--- config.mk ---
export PLATFORM = sky130hd
export DESIGN_NAME = running_min_max_mean
export DESIGN_NICKNAME = d
export VERILOG_FILES = /design/src/rtl/rmm_pkg.sv /design/src/rtl/rmm_front.sv /design/src/rtl/rmm_queue.sv /design/src/rtl/rmm_back.sv /design/src/rtl/running_min_max_mean.sv
export SDC_FILE = /design/constraint.sdc
export NUM_CORES = 2
export LEC_CHECK = 0
export ABC_AREA = 1
export BUFFER_PORTS_ARGS = -buffer_cell sky130_fd_sc_hd__buf_2
export CAP_MARGIN = 0
export CORE_ASPECT_RATIO = 0.5
export CORE_MARGIN = 2
export CORE_UTILIZATION = 34
export CTS_CLUSTER_SIZE = 16
export DETAILED_ROUTE_END_ITERATION = 8
export PLACE_DENSITY = 0.59
export SKIP_CTS_REPAIR_TIMING = 1
export SLEW_MARGIN = 0
export SYNTH_ARGS = -nofsm -noshare
export SYNTH_HDL_FRONTEND = slang
export SYNTH_SLANG_ARGS = --single-unit
--- constraint.sdc ---
create_clock -name clk -period 24.4 [get_ports clk]
set_input_delay 0 -clock clk [delete_from_list [all_inputs] [get_ports clk]]
set_output_delay 0 -clock clk [all_outputs]
set_load 0.005 [all_outputs]
--- src/rtl/rmm_pkg.sv ---
package rmm_pkg;

	// channel count and round counter width
	localparam int CHANNELS    = 8;
	localparam int ROUND_BITS  = 32;

	// field widths
	localparam int CH_W        = 3;
	localparam int DATA_W      = 64;

	// derived sizes
	localparam int IDX_W       = (CHANNELS > 1) ? $clog2(CHANNELS) : 1;
	localparam int PROD_W      = DATA_W + ROUND_BITS;
	localparam int CNT_W       = $clog2(PROD_W + 1);
	localparam int QUEUE_DEPTH = 2;
	localparam int QP_W        = $clog2(QUEUE_DEPTH);

	// stream word layout
	localparam int IN_BITS     = CH_W + DATA_W;
	localparam int IN_TDATA_W  = ((IN_BITS + 7) / 8) * 8;
	localparam int OUT_BITS    = CH_W + 3 * DATA_W;
	localparam int OUT_TDATA_W = ((OUT_BITS + 7) / 8) * 8;
	localparam int OUT_PAD_W   = OUT_TDATA_W - OUT_BITS;

	// classified sample passed from the front end to the back end
	typedef struct packed {
		logic [CH_W-1:0]          ch;
		logic signed [DATA_W-1:0] sample;
		logic [ROUND_BITS-1:0]    n;
		logic                     first_round;
		logic                     in_range;
	} item_t;

endpackage

--- src/rtl/rmm_front.sv ---
module rmm_front (
	input  logic                           clk,
	input  logic                           arst_n,
	input  logic                           s_tvalid,
	output logic                           s_tready,
	input  logic [rmm_pkg::IN_TDATA_W-1:0] s_tdata,
	input  logic                           s_tlast,
	input  logic                           full,
	output logic                           push,
	output rmm_pkg::item_t                 push_item
);
	import rmm_pkg::*;

	logic [ROUND_BITS-1:0] round_q;
	logic [CH_W-1:0]       ch;

	// accept whenever the queue has room
	assign s_tready = !full;
	assign push     = s_tvalid && !full;
	assign ch       = s_tdata[CH_W-1:0];

	// classify the word against the round it arrives in
	always_comb begin
		push_item.ch          = ch;
		push_item.sample      = $signed(s_tdata[CH_W +: DATA_W]);
		push_item.n           = round_q;
		push_item.first_round = (round_q <= ROUND_BITS'(1));
		push_item.in_range    = (32'(ch) < 32'(CHANNELS));
	end

	// advance the shared round number on the last word of a round, saturating
	always_ff @(posedge clk or negedge arst_n) begin
		if (!arst_n) begin
			round_q <= ROUND_BITS'(1);
		end else if (push && s_tlast && (round_q != {ROUND_BITS{1'b1}})) begin
			round_q <= round_q + ROUND_BITS'(1);
		end
	end

endmodule

--- src/rtl/rmm_queue.sv ---
module rmm_queue (
	input  logic           clk,
	input  logic           arst_n,
	input  logic           push,
	input  rmm_pkg::item_t push_item,
	output logic           full,
	input  logic           pop,
	output rmm_pkg::item_t head,
	output logic           empty
);
	import rmm_pkg::*;

	item_t           slot_q [QUEUE_DEPTH];
	logic [QP_W-1:0] wr_ptr_q;
	logic [QP_W-1:0] rd_ptr_q;
	logic [QP_W:0]   count_q;

	assign full  = (count_q == (QP_W+1)'(QUEUE_DEPTH));
	assign empty = (count_q == '0);
	assign head  = slot_q[rd_ptr_q];

	// store incoming words
	always_ff @(posedge clk) begin
		if (push) begin
			slot_q[wr_ptr_q] <= push_item;
		end
	end

	// advance pointers and track the fill level
	always_ff @(posedge clk or negedge arst_n) begin
		if (!arst_n) begin
			wr_ptr_q <= '0;
			rd_ptr_q <= '0;
			count_q  <= '0;
		end else begin
			if (push) begin
				wr_ptr_q <= wr_ptr_q + QP_W'(1);
			end
			if (pop) begin
				rd_ptr_q <= rd_ptr_q + QP_W'(1);
			end
			if (push && !pop) begin
				count_q <= count_q + (QP_W+1)'(1);
			end else if (pop && !push) begin
				count_q <= count_q - (QP_W+1)'(1);
			end
		end
	end

endmodule

--- src/rtl/rmm_back.sv ---
module rmm_back (
	input  logic                            clk,
	input  logic                            arst_n,
	input  rmm_pkg::item_t                  head,
	input  logic                            empty,
	output logic                            pop,
	output logic                            m_tvalid,
	input  logic                            m_tready,
	output logic [rmm_pkg::OUT_TDATA_W-1:0] m_tdata
);
	import rmm_pkg::*;

	localparam logic [2:0] B_IDLE = 3'd0;
	localparam logic [2:0] B_PREP = 3'd1;
	localparam logic [2:0] B_MUL  = 3'd2;
	localparam logic [2:0] B_SUM  = 3'd3;
	localparam logic [2:0] B_DIV  = 3'd4;
	localparam logic [2:0] B_RND  = 3'd5;
	localparam logic [2:0] B_DONE = 3'd6;

	// per-channel stores
	logic signed [DATA_W-1:0] max_mem  [CHANNELS];
	logic signed [DATA_W-1:0] min_mem  [CHANNELS];
	logic signed [DATA_W-1:0] mean_mem [CHANNELS];

	logic [2:0]               state_q;
	logic [CNT_W-1:0]         cnt_q;
	item_t                    item_q;
	logic signed [DATA_W-1:0] cur_max_q;
	logic signed [DATA_W-1:0] cur_min_q;
	logic signed [DATA_W-1:0] cur_mean_q;
	logic [DATA_W-1:0]        mag_q;
	logic                     mean_neg_q;
	logic [ROUND_BITS-1:0]    mplr_q;
	logic [PROD_W-1:0]        acc_q;
	logic [PROD_W-1:0]        num_q;
	logic [ROUND_BITS-1:0]    rem_q;
	logic                     neg_q;
	logic signed [DATA_W-1:0] res_max_q;
	logic signed [DATA_W-1:0] res_min_q;
	logic signed [DATA_W-1:0] res_mean_q;
	logic                     m_tvalid_q;
	logic [OUT_TDATA_W-1:0]   m_tdata_q;

	logic                     hand_off;
	logic [IDX_W-1:0]         head_idx;
	logic [IDX_W-1:0]         item_idx;
	logic signed [PROD_W:0]   acc_s;
	logic signed [PROD_W:0]   num_s;
	logic [PROD_W-1:0]        num_mag;
	logic [ROUND_BITS:0]      rem_sh;
	logic                     rem_ge;
	logic [ROUND_BITS-1:0]    rem_next;
	logic                     round_up;
	logic [DATA_W-1:0]        quot;

	assign pop      = (state_q == B_IDLE) && !empty;
	assign hand_off = (state_q == B_DONE) && (!m_tvalid_q || m_tready);
	assign head_idx = IDX_W'(head.ch);
	assign item_idx = IDX_W'(item_q.ch);
	assign m_tvalid = m_tvalid_q;
	assign m_tdata  = m_tdata_q;

	// signed numerator and its magnitude
	always_comb begin
		acc_s = $signed({1'b0, acc_q});
		if (mean_neg_q) begin
			acc_s = -acc_s;
		end
		num_s   = acc_s + {{(PROD_W + 1 - DATA_W){item_q.sample[DATA_W-1]}}, item_q.sample};
		num_mag = num_s[PROD_W] ? PROD_W'(-num_s) : num_s[PROD_W-1:0];
	end

	// one restoring divide step
	always_comb begin
		rem_sh   = {rem_q, num_q[PROD_W-1]};
		rem_ge   = (rem_sh >= {1'b0, item_q.n});
		rem_next = rem_ge ? ROUND_BITS'(rem_sh - {1'b0, item_q.n}) : rem_sh[ROUND_BITS-1:0];
		round_up = ({rem_q, 1'b0} >= {1'b0, item_q.n});
		quot     = num_q[DATA_W-1:0] + DATA_W'(round_up);
	end

	// datapath: read stores, multiply, divide, round
	always_ff @(posedge clk) begin
		unique case (state_q)
			B_IDLE: begin
				item_q     <= head;
				cur_max_q  <= max_mem[head_idx];
				cur_min_q  <= min_mem[head_idx];
				cur_mean_q <= mean_mem[head_idx];
			end
			B_PREP: begin
				if (!item_q.in_range) begin
					res_max_q  <= '0;
					res_min_q  <= '0;
					res_mean_q <= '0;
				end else if (item_q.first_round) begin
					res_max_q  <= item_q.sample;
					res_min_q  <= item_q.sample;
					res_mean_q <= item_q.sample;
				end else begin
					res_max_q  <= (cur_max_q < item_q.sample) ? item_q.sample : cur_max_q;
					res_min_q  <= (item_q.sample < cur_min_q) ? item_q.sample : cur_min_q;
				end
				mag_q      <= cur_mean_q[DATA_W-1] ? DATA_W'(-cur_mean_q) : cur_mean_q;
				mean_neg_q <= cur_mean_q[DATA_W-1];
				mplr_q     <= item_q.n - ROUND_BITS'(1);
				acc_q      <= '0;
				cnt_q      <= CNT_W'(ROUND_BITS);
			end
			B_MUL: begin
				// shift-add, most significant multiplier bit first
				acc_q  <= {acc_q[PROD_W-2:0], 1'b0} + (mplr_q[ROUND_BITS-1] ? PROD_W'(mag_q) : '0);
				mplr_q <= {mplr_q[ROUND_BITS-2:0], 1'b0};
				cnt_q  <= cnt_q - CNT_W'(1);
			end
			B_SUM: begin
				num_q <= num_mag;
				neg_q <= num_s[PROD_W];
				rem_q <= '0;
				cnt_q <= CNT_W'(PROD_W);
			end
			B_DIV: begin
				num_q <= {num_q[PROD_W-2:0], rem_ge};
				rem_q <= rem_next;
				cnt_q <= cnt_q - CNT_W'(1);
			end
			B_RND: begin
				res_mean_q <= neg_q ? $signed(-quot) : $signed(quot);
			end
			B_DONE: begin
			end
			default: begin
			end
		endcase
	end

	// sequence the work on one word
	always_ff @(posedge clk or negedge arst_n) begin
		if (!arst_n) begin
			state_q <= B_IDLE;
		end else begin
			unique case (state_q)
				B_IDLE: begin
					if (!empty) begin
						state_q <= B_PREP;
					end
				end
				B_PREP: begin
					if (!item_q.in_range || item_q.first_round) begin
						state_q <= B_DONE;
					end else begin
						state_q <= B_MUL;
					end
				end
				B_MUL: begin
					if (cnt_q == CNT_W'(1)) begin
						state_q <= B_SUM;
					end
				end
				B_SUM: begin
					state_q <= B_DIV;
				end
				B_DIV: begin
					if (cnt_q == CNT_W'(1)) begin
						state_q <= B_RND;
					end
				end
				B_RND: begin
					state_q <= B_DONE;
				end
				B_DONE: begin
					if (hand_off) begin
						state_q <= B_IDLE;
					end
				end
				default: begin
					state_q <= B_IDLE;
				end
			endcase
		end
	end

	// write back the channel's statistics
	always_ff @(posedge clk) begin
		if (hand_off && item_q.in_range) begin
			max_mem[item_idx]  <= res_max_q;
			min_mem[item_idx]  <= res_min_q;
			mean_mem[item_idx] <= res_mean_q;
		end
	end

	// hold the result word until taken
	always_ff @(posedge clk or negedge arst_n) begin
		if (!arst_n) begin
			m_tvalid_q <= 1'b0;
		end else if (hand_off) begin
			m_tvalid_q <= 1'b1;
		end else if (m_tready) begin
			m_tvalid_q <= 1'b0;
		end
	end

	always_ff @(posedge clk) begin
		if (hand_off) begin
			m_tdata_q <= {{OUT_PAD_W{1'b0}}, res_mean_q, res_min_q, res_max_q, item_q.ch};
		end
	end

endmodule

--- src/rtl/running_min_max_mean.sv ---
// Per-channel running maximum, minimum and rounded mean over rounds of samples.
// Each input word carries a channel, a signed 64-bit sample and tlast marking
// the last sample of a round; tlast advances a shared, saturating round number
// n. Each input word gives exactly one result word with the channel's max, min
// and mean after that sample. During round one a channel's statistics are set
// to the sample; later the mean becomes round((mean*(n-1)+sample)/n), half away
// from zero. A channel must receive a sample in round one before its later
// results mean anything; the stores are not cleared at reset. Words queue in a
// two-deep buffer and are processed one at a time: a round-one or out-of-range
// word goes from PREP straight to DONE; any later word passes through the
// bit-serial shift-add multiplier and the restoring divider, each retiring
// one bit per cycle, and then a rounding state. The result word is registered
// as the back end leaves DONE, once the output register is free.
module running_min_max_mean (
	input  logic                            clk,
	input  logic                            arst_n,
	input  logic                            s_tvalid,
	output logic                            s_tready,
	// channel [2:0], sample [66:3], zero pad above
	input  logic [rmm_pkg::IN_TDATA_W-1:0]  s_tdata,
	input  logic                            s_tlast,
	output logic                            m_tvalid,
	input  logic                            m_tready,
	// channel_out [2:0], maximum [66:3], minimum [130:67], mean [194:131], pad above
	output logic [rmm_pkg::OUT_TDATA_W-1:0] m_tdata
);
	import rmm_pkg::*;

	logic  push;
	logic  full;
	logic  pop;
	logic  empty;
	item_t push_item;
	item_t head;

	rmm_front u_front (
		.clk       (clk),
		.arst_n    (arst_n),
		.s_tvalid  (s_tvalid),
		.s_tready  (s_tready),
		.s_tdata   (s_tdata),
		.s_tlast   (s_tlast),
		.full      (full),
		.push      (push),
		.push_item (push_item)
	);

	rmm_queue u_queue (
		.clk       (clk),
		.arst_n    (arst_n),
		.push      (push),
		.push_item (push_item),
		.full      (full),
		.pop       (pop),
		.head      (head),
		.empty     (empty)
	);

	rmm_back u_back (
		.clk      (clk),
		.arst_n   (arst_n),
		.head     (head),
		.empty    (empty),
		.pop      (pop),
		.m_tvalid (m_tvalid),
		.m_tready (m_tready),
		.m_tdata  (m_tdata)
	);

	// the back end never takes from an empty queue
	a_pop_not_empty: assert property (@(posedge clk) disable iff (!arst_n)
		pop |-> !empty)
		else $error("pop from empty queue");

	// an accepted word is waiting in the queue on the next cycle
	a_accept_lands: assert property (@(posedge clk) disable iff (!arst_n)
		(s_tvalid && s_tready) |=> !empty)
		else $error("accepted word not queued");

	// a word classified as round one carries round number one
	a_first_round_n: assert property (@(posedge clk) disable iff (!arst_n)
		(!empty && head.first_round) |-> (head.n == ROUND_BITS'(1)))
		else $error("round-one word with wrong round number");

	// the round number in the queue is never zero
	a_round_nonzero: assert property (@(posedge clk) disable iff (!arst_n)
		!empty |-> (head.n != '0))
		else $error("zero round number queued");

endmodule
Word level (Yosys, flattened, before mapping)
Memories as Yosys holds them, arrays and structs flattened. A register that Yosys moved wholly into a read port is not among the register bits.
Cells that the tools add are included.
- reduce and logical (&&, ||, !) cells: 27
- $add $sub $neg: 15
- muxes and demuxes: 32
- magnitude comparators: 5
- eq/ne operators: 14
- operator list (cell ; number):
    $mux W64 ; 8
    $pmux W96 S2 ; 2
    $lt A64 B64 Y1 ; 2
    $neg A64 Y64 ; 2
    $pmux W32 S2 ; 2
    $pmux W64 S2 ; 1
    $add A97 B97 Y97 ; 1
    $mux W97 ; 1
    $neg A96 Y97 ; 1
    $add A96 B96 Y96 ; 1
    $mux W96 ; 1
    $neg A96 Y96 ; 1
    $ge A33 B32 Y1 ; 2
    $add A64 B1 Y64 ; 1
    $mux W63 ; 1
    $add A32 B1 Y32 const B ; 1
    $le A32 B1 Y1 const B ; 1
    $mux W32 ; 1
    $ne A32 B32 Y1 const B ; 1
    $sub A32 B1 Y32 const B ; 1
    $sub A32 B32 Y32 ; 1
    $pmux W3 S7 ; 1
    $pmux W7 S3 ; 1
    $mux W3 ; 5
    24 further kinds ; 53
- bits of input ports: 77
- bits in registers: 857
- bits in writable memories: 1736
- word-level logic and storage cells: 121
- memories: 4
- output and inout bits: 202
- memories (memory ; words ; width ; read ports ; clocked after Yosys merged registers in ; write ports ; RTL line ; text):
    u_back.max_mem ; 8 ; 64 ; 1 ; 1 ; 1 ; rmm_back.sv:22 ; logic signed [DATA_W-1:0] max_mem [CHANNELS];
    u_back.mean_mem ; 8 ; 64 ; 1 ; 1 ; 1 ; rmm_back.sv:24 ; logic signed [DATA_W-1:0] mean_mem [CHANNELS];
    u_back.min_mem ; 8 ; 64 ; 1 ; 1 ; 1 ; rmm_back.sv:23 ; logic signed [DATA_W-1:0] min_mem [CHANNELS];
    u_queue.slot_q ; 2 ; 100 ; 1 ; 0 ; 1 ; rmm_queue.sv:13 ; item_t slot_q [QUEUE_DEPTH];

Logic depth before layout (Yosys ltp)
- word-level depth: 7
- depth in mapped cells: 42
- gate-level depth less buffers: 42

Modules after synthesis
From an unflattened synthesis, not the netlist that was laid out.
- cells, all modules: 14185
- area total of the unflattened synthesis: 138885.7 µm²
- modules (own cells, without submodules) (module ; area an instance (µm²) ; sequential area each (µm²) ; cells an instance ; instances):
    rmm_back ; 128220.5 ; 76523.4 ; 13411 ; 1
    rmm_queue ; 7817.5 ; 6165.9 ; 339 ; 1
    rmm_front ; 2847.7 ; 802.0 ; 435 ; 1

Worst setup path after synthesis
No wires, ideal clock.
- path kind: register -> register
- from: register u_back.state_q[1]
- to: memory u_back.max_mem[0][0], enable pin
- library setup time: 0.746 ns
- path buffers: 0
- arrival: 18.155 ns
- path slack: 5.500 ns
- data required time: 23.654 ns
- stages on the path, launching flop included: 7
- clock period less this slack: 18.900 ns
- path through: dfrtp_1 -> nand2_1 -> nor2_1 -> inv_1 -> nor2_1 -> nand2_1 -> nor2_1
- cells in the longest elaborated chain, start to end: 5
- ends and longest elaborated chain (item ; RTL line ; text):
    start, declared ; rmm_back.sv:26 ; logic [2:0] state_q;
    start signal, assigned ; rmm_back.sv:141 ; state_q <= B_IDLE;
    start signal, assigned ; rmm_back.sv:146 ; state_q <= B_PREP;
    start signal, assigned ; rmm_back.sv:151 ; state_q <= B_DONE;
    $eq A3 B3 Y1 ; rmm_back.sv:58 ; assign hand_off = (state_q == B_DONE) && (!m_tvalid_q || m_tready);
    $logic_and A1 B1 Y1 ; rmm_back.sv:58 ;
    named net u_back.hand_off ; rmm_back.sv:45 ; logic hand_off;
    $logic_and A1 B1 Y1 ; rmm_back.sv:186 ; if (hand_off && item_q.in_range) begin
    $mux W1 ; rmm_back.sv:186 ;
    $mux W1 (implied by the code) ; rmm_back.sv:187 ; max_mem[item_idx] <= res_max_q;
    end, declared ; rmm_back.sv:22 ;
The timed path passes the listed nets, and every way through them passes these cells.

Final worst setup path
- from: register u_queue.rd_ptr_q
- to: register u_back.cur_mean_q[31] (read register of u_back.mean_mem), data pin
- cells in the longest elaborated chain, start to end: 1
- ends and longest elaborated chain (item ; RTL line ; text):
    start, declared ; rmm_queue.sv:15 ; logic [QP_W-1:0] rd_ptr_q;
    start signal, assigned ; rmm_queue.sv:40 ; rd_ptr_q <= rd_ptr_q + QP_W'(1);
    $mem_v2 Z2 W100 ; - ;
    end, declared ; rmm_back.sv:31 ; logic signed [DATA_W-1:0] cur_mean_q;
Every way passes these cells.
A chain may end at the register's enable or synchronous reset.

==> metrics.txt <==
Ys Warns=0; Residual DRC=0; clk_skew=approximately 110 ps; post-synthesis sequential area ratio=about three fifths; CP Buf/Inv Count=7; Setup TNS Final=0 ps; critical path type=flop to flop; number of vias per cell=5.24; CTS Buf Count=280; chip height=roughly 450 um; top_reg_cell synth=edfxtp_1; Post-synth EDFFs=around 2700; Starting Density=34.2%; Critical Path Fanout Max=slightly above 200; cell family with most CP delay=buffers and inverters; RSZ-0062 raised after global routing=false; H-tree depth reported by CTS=5; largest cells by area after synthesis=edfxtp_1, nand2_1, nor2_1; First DRT Iteration DRCs=around 13000; Clock Sinks=roughly 2800; startpoint class of the critical path=flop; Critical Path Sink Type=flop; CTS tree=built; Seq cells post-synth=roughly 2800; Final Hold Viols=0; synthesized instance count=14100; Max stage delay cell, worst path=inv_8; Post-synth ARST share=~1.4%; synthesized area per cell=a little under 10 sq um; final cycle utilization of the critical path=between 30% and 40%; Clk Latency, worst-skew pair=roughly 900 ps; DR pass1 iterations=7; maximum clock frequency=between 100 and 150 MHz; initial antenna violation count=57; CTS max path bufs=4; area of the multi-input gates=~46000 sq um; area leader, netlist=edfxtp_1; area delta synth->final=13.3%; WP data arrival=around 8600 ps; Avg WL per Cell=between 20 and 25 um; Max-slew headroom=under 10%; global-route wire length before repair=slightly below 700 mm; routability cong.=between 1 and 1.5; # setup viols final=0; Worst-path clk slew=about 60 ps; commonest non-fill, non-tap cell in the layout=nand2_1; die area=~410000 sq um; clock root cell=clkbuf_16; post-synthesis cell type count=68; Synth top area share=between 60% and 70%; most frequent cells in the layout=nand2_1, edfxtp_1, nor2_1; num rows=approximately 160; Slew @ Worst Pin=between 1000 and 1500 ps; port buffer count=between 200 and 300; Layout fillers=slightly below 40000; worst-path cell chain=clkinv_2, or2_2, nand2_4, inv_8, buf_12, buf_4, buf_4, buf_4, buf_4, o21ai_0, o22ai_1, nor2_1, a31oi_1; Floorplan Core Area=about 400000 sq um; Via Count=roughly 100k; vias in the first global route=approximately 96000; nets=~15000; GR Overflow Total=0; register area=between 80000 and 90000 sq um; Ports=approximately 280; Hold Path Class=input pin to flop; max-slew violations=0; worst stage delay on the critical path=850 ps; max cap viols=0; synthesized cell area=137000 sq um; layout cell share with drive strength beyond 1=just under 7%; post-route ant nets=0; Critical Path Most Common Cell=buf_4; Die Width=901 um; Total GRT Usage=a little under a quarter; WP data required=about 25000 ps; Final HPWL DP=roughly 340 mm; pin count of the biggest net entering global routing=206; Final min period=~8000 ps; outcome=complete, no violations; Post-Route WL=486 mm
-- worst register-to-register path: stages, from the launching register on --
cell and delay [ps]:
dfrtp_4 720, clkinv_2 530, or2_2 250, nand2_4 350, inv_8 910, buf_12 610, buf_4 1070, buf_4 780
buf_4 830, buf_4 910, o21ai_0 260, o22ai_1 180, nor2_1 70, a31oi_1 310
-- sequential cells by signal, indices dropped and copies added, names as in the netlist, 96 cells and up --
signal,count
u_back.item_q,97
u_back.acc_q,96
u_back.min_mem,512
u_back.m_tdata,195
u_back.num_q,96
u_back.mean_mem,512
u_queue.slot_q,200
u_back.max_mem,512
-- per-layer routing --
layer / vias up / part of all wire (%) / GRT usage [%]
li1: 48800 / - / -
met1: 51400 / 44 / 32.6
met2: 4037 / 45 / 35.9
met3: 657 / 7.6 / 3.12
met4: 16 / 3.6 / 7.68
met5: - / 0.023 / 0
-- cells by family (layout without fill, tap and decap cells) --
kind of cell    count (synthesis)  in the layout  share of synthesized area [%]
xor+xnor                      385            385                           2.50
simple gates                 6224           6224                           18.5
flops                        2784           2784                           61.0
other cells                     1             25                        0.00274
compound gates               2366           2366                           9.35
buf+inv                      1945           2554                           5.38
fa+ha+maj                     356            356                           3.27
-- path summary, 6_finish.rpt --
| kind | startpoint | slack, ps | cells after the start | endpoint |
|---|---|---|---|---|
| min reg2reg | u_queue.slot_q[0][62] | 470 | 2 | u_back.item_q[63] |
| max in group asynchronous | arst_n | 23720 | 4 | u_queue.rd_ptr_q |
| max reg2reg | u_queue.rd_ptr_q | 16420 | 13 | u_back.cur_mean_q[31] |
| max | u_queue.rd_ptr_q | 16420 | 13 | u_back.cur_mean_q[31] |
| min | m_tready | 220 | 5 | u_back.m_tvalid |
| min in group asynchronous | arst_n | 340 | 3 | u_front.round_q[0] |
-- metrics by stage --
| step | hold slack, ps | util [%] | setup slack (ps) | area [sq um] | cells |
|---|---|---|---|---|---|
| after floorplan | -296 | - | 5500 | 137000 | 14100 |
| after global placement | 188 | 36.2 | 16670 | 145000 | 19400 |
| after detailed placement | 191 | 36.2 | 16630 | 145000 | 19400 |
| after CTS | -727 | 38.4 | 16580 | 154000 | 19800 |
| after global routing | 222 | 38.8 | 15970 | 155000 | 20000 |
| final | 217 | 38.8 | 16420 | 155000 | 20000 |
-- cell type report --
| cell class | instances | share of cell area (%) |
|---|---|---|
| multi-input cells | 9336 | 29.8 |
| repair buffers | 588 | 2.76 |
| flip-flops and latches | 2784 | 53.8 |
| clock buffers | 327 | 4.69 |
| clock inverters | 153 | 1.02 |
| inverters | 1486 | 3.61 |
| well taps | 5312 | 4.29 |
| diodes | 20 | 0.0323 |
-- cells in the mapped netlist (3+ instances only) --
library cell / count
a211oi_1: 10
a21boi_0: 8
a21o_1: 9
a21oi_1: 492
a31oi_1: 238
and2_1: 12
and3_1: 6
buf_1: 36
buf_2: 15
buf_4: 7
clkbuf_1: 398
clkinv_1: 5
dfrtp_1: 39
edfxtp_1: 2744
fa_1: 3
ha_1: 353
inv_1: 1470
inv_2: 11
nand2_1: 2874
nand2_2: 25
nand3_1: 495
nand3_2: 16
nand3b_1: 16
nand4_1: 145
nor2_1: 2344
nor2_2: 27
nor2_4: 9
nor3_1: 136
nor3_2: 10
nor3_4: 5
nor3b_1: 5
nor4_1: 72
o211ai_1: 16
o21a_1: 43
o21ai_0: 1251
o21ai_1: 45
o21ai_2: 7
o21bai_1: 18
o221ai_1: 9
o22ai_1: 193
o31ai_1: 13
or2_2: 14
xnor2_1: 113
xor2_1: 265
xor2_2: 7
Power is left out: the tool's default activity adds up to more than one toggle a clock period on the data nets, which glitch-free logic cannot reach.
